<file path="src/rtl/core/dcsb_pkg.sv">
// Shared constants, operation codes and compare result type of the basis table.
`default_nettype none

package dcsb_pkg;

  localparam int TABLE_CAPACITY_DEF = 1024;
  localparam int COORD_BITS_DEF     = 10;
  localparam int OP_W               = 3;
  localparam int DIMS_W             = 2;

  localparam logic [DIMS_W-1:0] DIMS_THREE = 2'd3;
  localparam logic [DIMS_W-1:0] DIMS_RESET = DIMS_THREE;

  typedef enum logic [OP_W-1:0] {
    OP_CLEAR  = 3'd0,
    OP_QUERY  = 3'd1,
    OP_ADD    = 3'd2,
    OP_REMOVE = 3'd3,
    OP_READ   = 3'd4
  } op_t;

  typedef struct packed {
    logic dom;
    logic eq;
  } cmp_t;

endpackage

`default_nettype wire

</file>
<file path="src/rtl/core/dcsb_point_cmp.sv">
// Compares a stored entry against a point: dominance and exact match.
`default_nettype none

module dcsb_point_cmp #(
  parameter int COORD_BITS = dcsb_pkg::COORD_BITS_DEF
) (
  input  logic [3*COORD_BITS-1:0] entry,
  input  logic [3*COORD_BITS-1:0] point,
  input  logic                    three,
  output dcsb_pkg::cmp_t          result
);
  import dcsb_pkg::*;

  logic [2:0] le;
  logic [2:0] eq;

  always_comb begin
    for (int i = 0; i < 3; i++) begin
      le[i] = point[i*COORD_BITS +: COORD_BITS] <= entry[i*COORD_BITS +: COORD_BITS];
      eq[i] = point[i*COORD_BITS +: COORD_BITS] == entry[i*COORD_BITS +: COORD_BITS];
    end
    // third coordinate counts only in three-dimension mode
    result.dom = le[0] && le[1] && (le[2] || !three);
    result.eq  = eq[0] && eq[1] && (eq[2] || !three);
  end

endmodule

`default_nettype wire

</file>
<file path="config.mk">
export PLATFORM = sky130hd
export DESIGN_NAME = dcsb_point_cmp
export DESIGN_NICKNAME = d
export VERILOG_FILES = /design/src/rtl/core/dcsb_pkg.sv /design/src/rtl/core/dcsb_point_cmp.sv
export SDC_FILE = /design/constraint.sdc
export NUM_CORES = 1
export LEC_CHECK = 0
export ABC_AREA = 1
export BUFFER_PORTS_ARGS = -buffer_cell sky130_fd_sc_hd__buf_2
export CORE_MARGIN = 2
export CORE_UTILIZATION = 47
export DETAILED_ROUTE_END_ITERATION = 8
export PLACE_DENSITY = 0.95
export SLEW_MARGIN = 0
export SYNTH_ARGS = -nofsm -noshare
export SYNTH_HDL_FRONTEND = slang
export SYNTH_SLANG_ARGS = --single-unit
</file>
<file path="constraint.sdc">
create_clock -name vclk -period 4.2
set_clock_uncertainty 0.2 [all_clocks]
set_input_delay 1.05 -clock vclk [all_inputs]
set_output_delay 1.05 -clock vclk [all_outputs]
set_load 0.01 [all_outputs]
</file>
==> run summary <==
Area grow syn2layout: 39.9%
Synth warn: 0
RSZ-0062 raised after global routing: false
CP required: 2.95 ns
Mux contribution to synthesized area: 0%
Post-CTS Hold Buffers: 0
Worst Setup Start Kind: input port
Mapped Cells: 144
Top Ports: 63
Initial antenna violation count: 0
Met3 Use GR: 0.769%
Reg area: 0 um^2
Via density: 4.42
Compound-Gate Fraction of Synth Area: 7.93%
Gpl congestion: 0.736
GRT Util Overall: 18.0%
Post-DP Area: 1210 um^2
Final hold vios: 0
Diode count: 0
Fillcell total: 169
Initial Util: 50.3%
Vias in the first global route: 870
Busiest grt layer: met2
Yosys top cell area share: 43.2%
Wire per inst: 7.95 um
Largest family of logic cells by synthesized area: adder cells
First-pass DRT Iterations: 3
Hold path depth: 5
# port buffers: 63
DP HPWL: 1820 um
Fraction of layout cells with a size suffix above 1: 33.3%
Met1 Use GR: 18.4%
Yosys cell types: 15
Routed Antenna Nets: 0
Chip height: 47.0 um
Syn_nets: 235
Pwr/cell area: 82.1 nW/um^2
Fmax: 293 MHz
Final Setup Violations: 0
Largest net degree at the start of global routing: 4
Final instance area: 1210 um^2
Post-synthesis xor/xnor area fraction: 0%
Tcrit/Tclk final: 81.3%
Met2 GRT Util: 40.5%
Final count of pins violating max slew: 0
CP endpoint kind: output pin
Static Leakage: 0.869 nW
DIE AREA: 2210 um^2
Post-synthesis sequential area ratio: 0%
Yosys top cell by area: ha_1
Max_cap viols: 0
Detailed Route Iter0 Violations: 7
Drt drc: 0
Crit path DAT: 2.17 ns
Nets: 300
Kind of critical path: input port to output pin
# resized after CTS: 0
Hold Crit Class: input port to output pin
First-pass GRT wire length: 2990 um
Worst Hold End: result[1]
Routed WL: 1850 um
Status: completed
Simple-Gate Fraction of Synth Area: 29.4%
Max_slew headroom: 89.6%
Std-Cell Rows: 15
Synth Area in Adders: 43.2%
Avg Cell Area, Syn: 6.03 um^2
Worst Tran Pin Value: 0.156 ns
Final setup TNS: 0 ns
Via Count: 1025
Footprint of the multi-input gates: 699 um^2
Synth Cell Area: 868 um^2
CP Max Fanout: 2
Core Box Area: 1730 um^2
Min Hold Slack: 2.30 ns
Die X: 47.0 um
Gr ovfl total: 0
Hold Crit Start: three
Worst VDD drop: 0.0500 mV
Clock buffer count: 0
Flip-flop and latch count: 0
Top cells by area, synth: ha_1 (43%), inv_1 (19%), nand2_1 (16%), a21oi_1 (3.5%), nor2_1 (3.5%)
Setup bufs post-CTS: 0
Fin crit period: 3.42 ns
==> cell usage after synthesis <==
master and n:
nor2_1 8, nand2_2 1, nand3_1 5, ha_1 30, inv_1 45, a21o_1 1, nor3b_2 1, nand4_1 3
nor2_4 1, nand2_1 37, o21bai_1 2, a21boi_1 1, a21oi_1 6, nor2_2 2, a21o_2 1
==> power by group <==
| group | switching, mW | internal [mW] |
|---|---|---|
| clock | 0 | 0 |
| sequential | 0 | 0 |
| combinational | 0.0483 | 0.0514 |
==> placed cells by master, fill, tap and decap left out <==
master	Yosys	routed
a21oi_1	6	6
nor2_1	8	8
a21boi_1	1	1
nor2_4	1	1
nor3b_2	1	1
ha_1	30	30
nand2_2	1	1
a21o_2	1	1
inv_1	45	45
nand3_1	5	5
buf_2	0	63
nand4_1	3	3
o21bai_1	2	2
a21o_1	1	1
nor2_2	2	2
nand2_1	37	37
==> stage by stage <==
| step | total power, mW | util [%] | setup slack, ns | cells |
|---|---|---|---|---|
| 2_1_floorplan | 0.0598 | - | 0.972 | 144 |
| 3_3_place_gp | 0.0967 | 70.4 | 0.782 | 232 |
| 3_5_place_dp | 0.101 | 70.4 | 0.777 | 232 |
| 4_1_cts | 0.102 | 70.4 | 0.773 | 232 |
| 5_1_grt | 0.119 | 70.4 | 0.589 | 232 |
| 6_report | 0.0998 | 70.4 | 0.783 | 232 |
==> layer usage <==
layer,wire length (um),up-vias
met5,0,-
li1,-,570
met2,960,38
met4,0,0
met1,716,417
met3,168,0
==> area by class of cell <==
type / instances / share of cell area, %
well taps: 25 / 2.57
repair buffers: 63 / 26.0
multi-input cells: 99 / 57.6
inverters: 45 / 13.9
==> worst max path at each step <==
stage,slack [ns],end,start
after floorplan,0.97,result[1],entry[9]
after global placement,0.78,result[1],entry[9]
after detailed placement,0.78,result[1],entry[19]
after CTS,0.77,result[1],entry[19]
after global routing,0.59,result[1],entry[5]
final,0.78,result[1],entry[19]
==> cells by family (layout without fill, tap and decap cells) <==
family	after synthesis	in the layout
adders and majority gates	30	30
and+or+nand+nor	58	58
AOI/OAI and AO/OA	11	11
buffers and inverters	45	108
==> worst max-delay path, cell delays in order <==
cell     delay (ns)
buf_2          0.07
inv_1          0.03
ha_1           0.31
nand2_2        0.11
inv_1          0.04
a21oi_1        0.14
nand3_1        0.09
nand2_1        0.06
nand2_1        0.05
nor2_1         0.07
buf_2          0.14
Power figures use the tool's default switching activity.
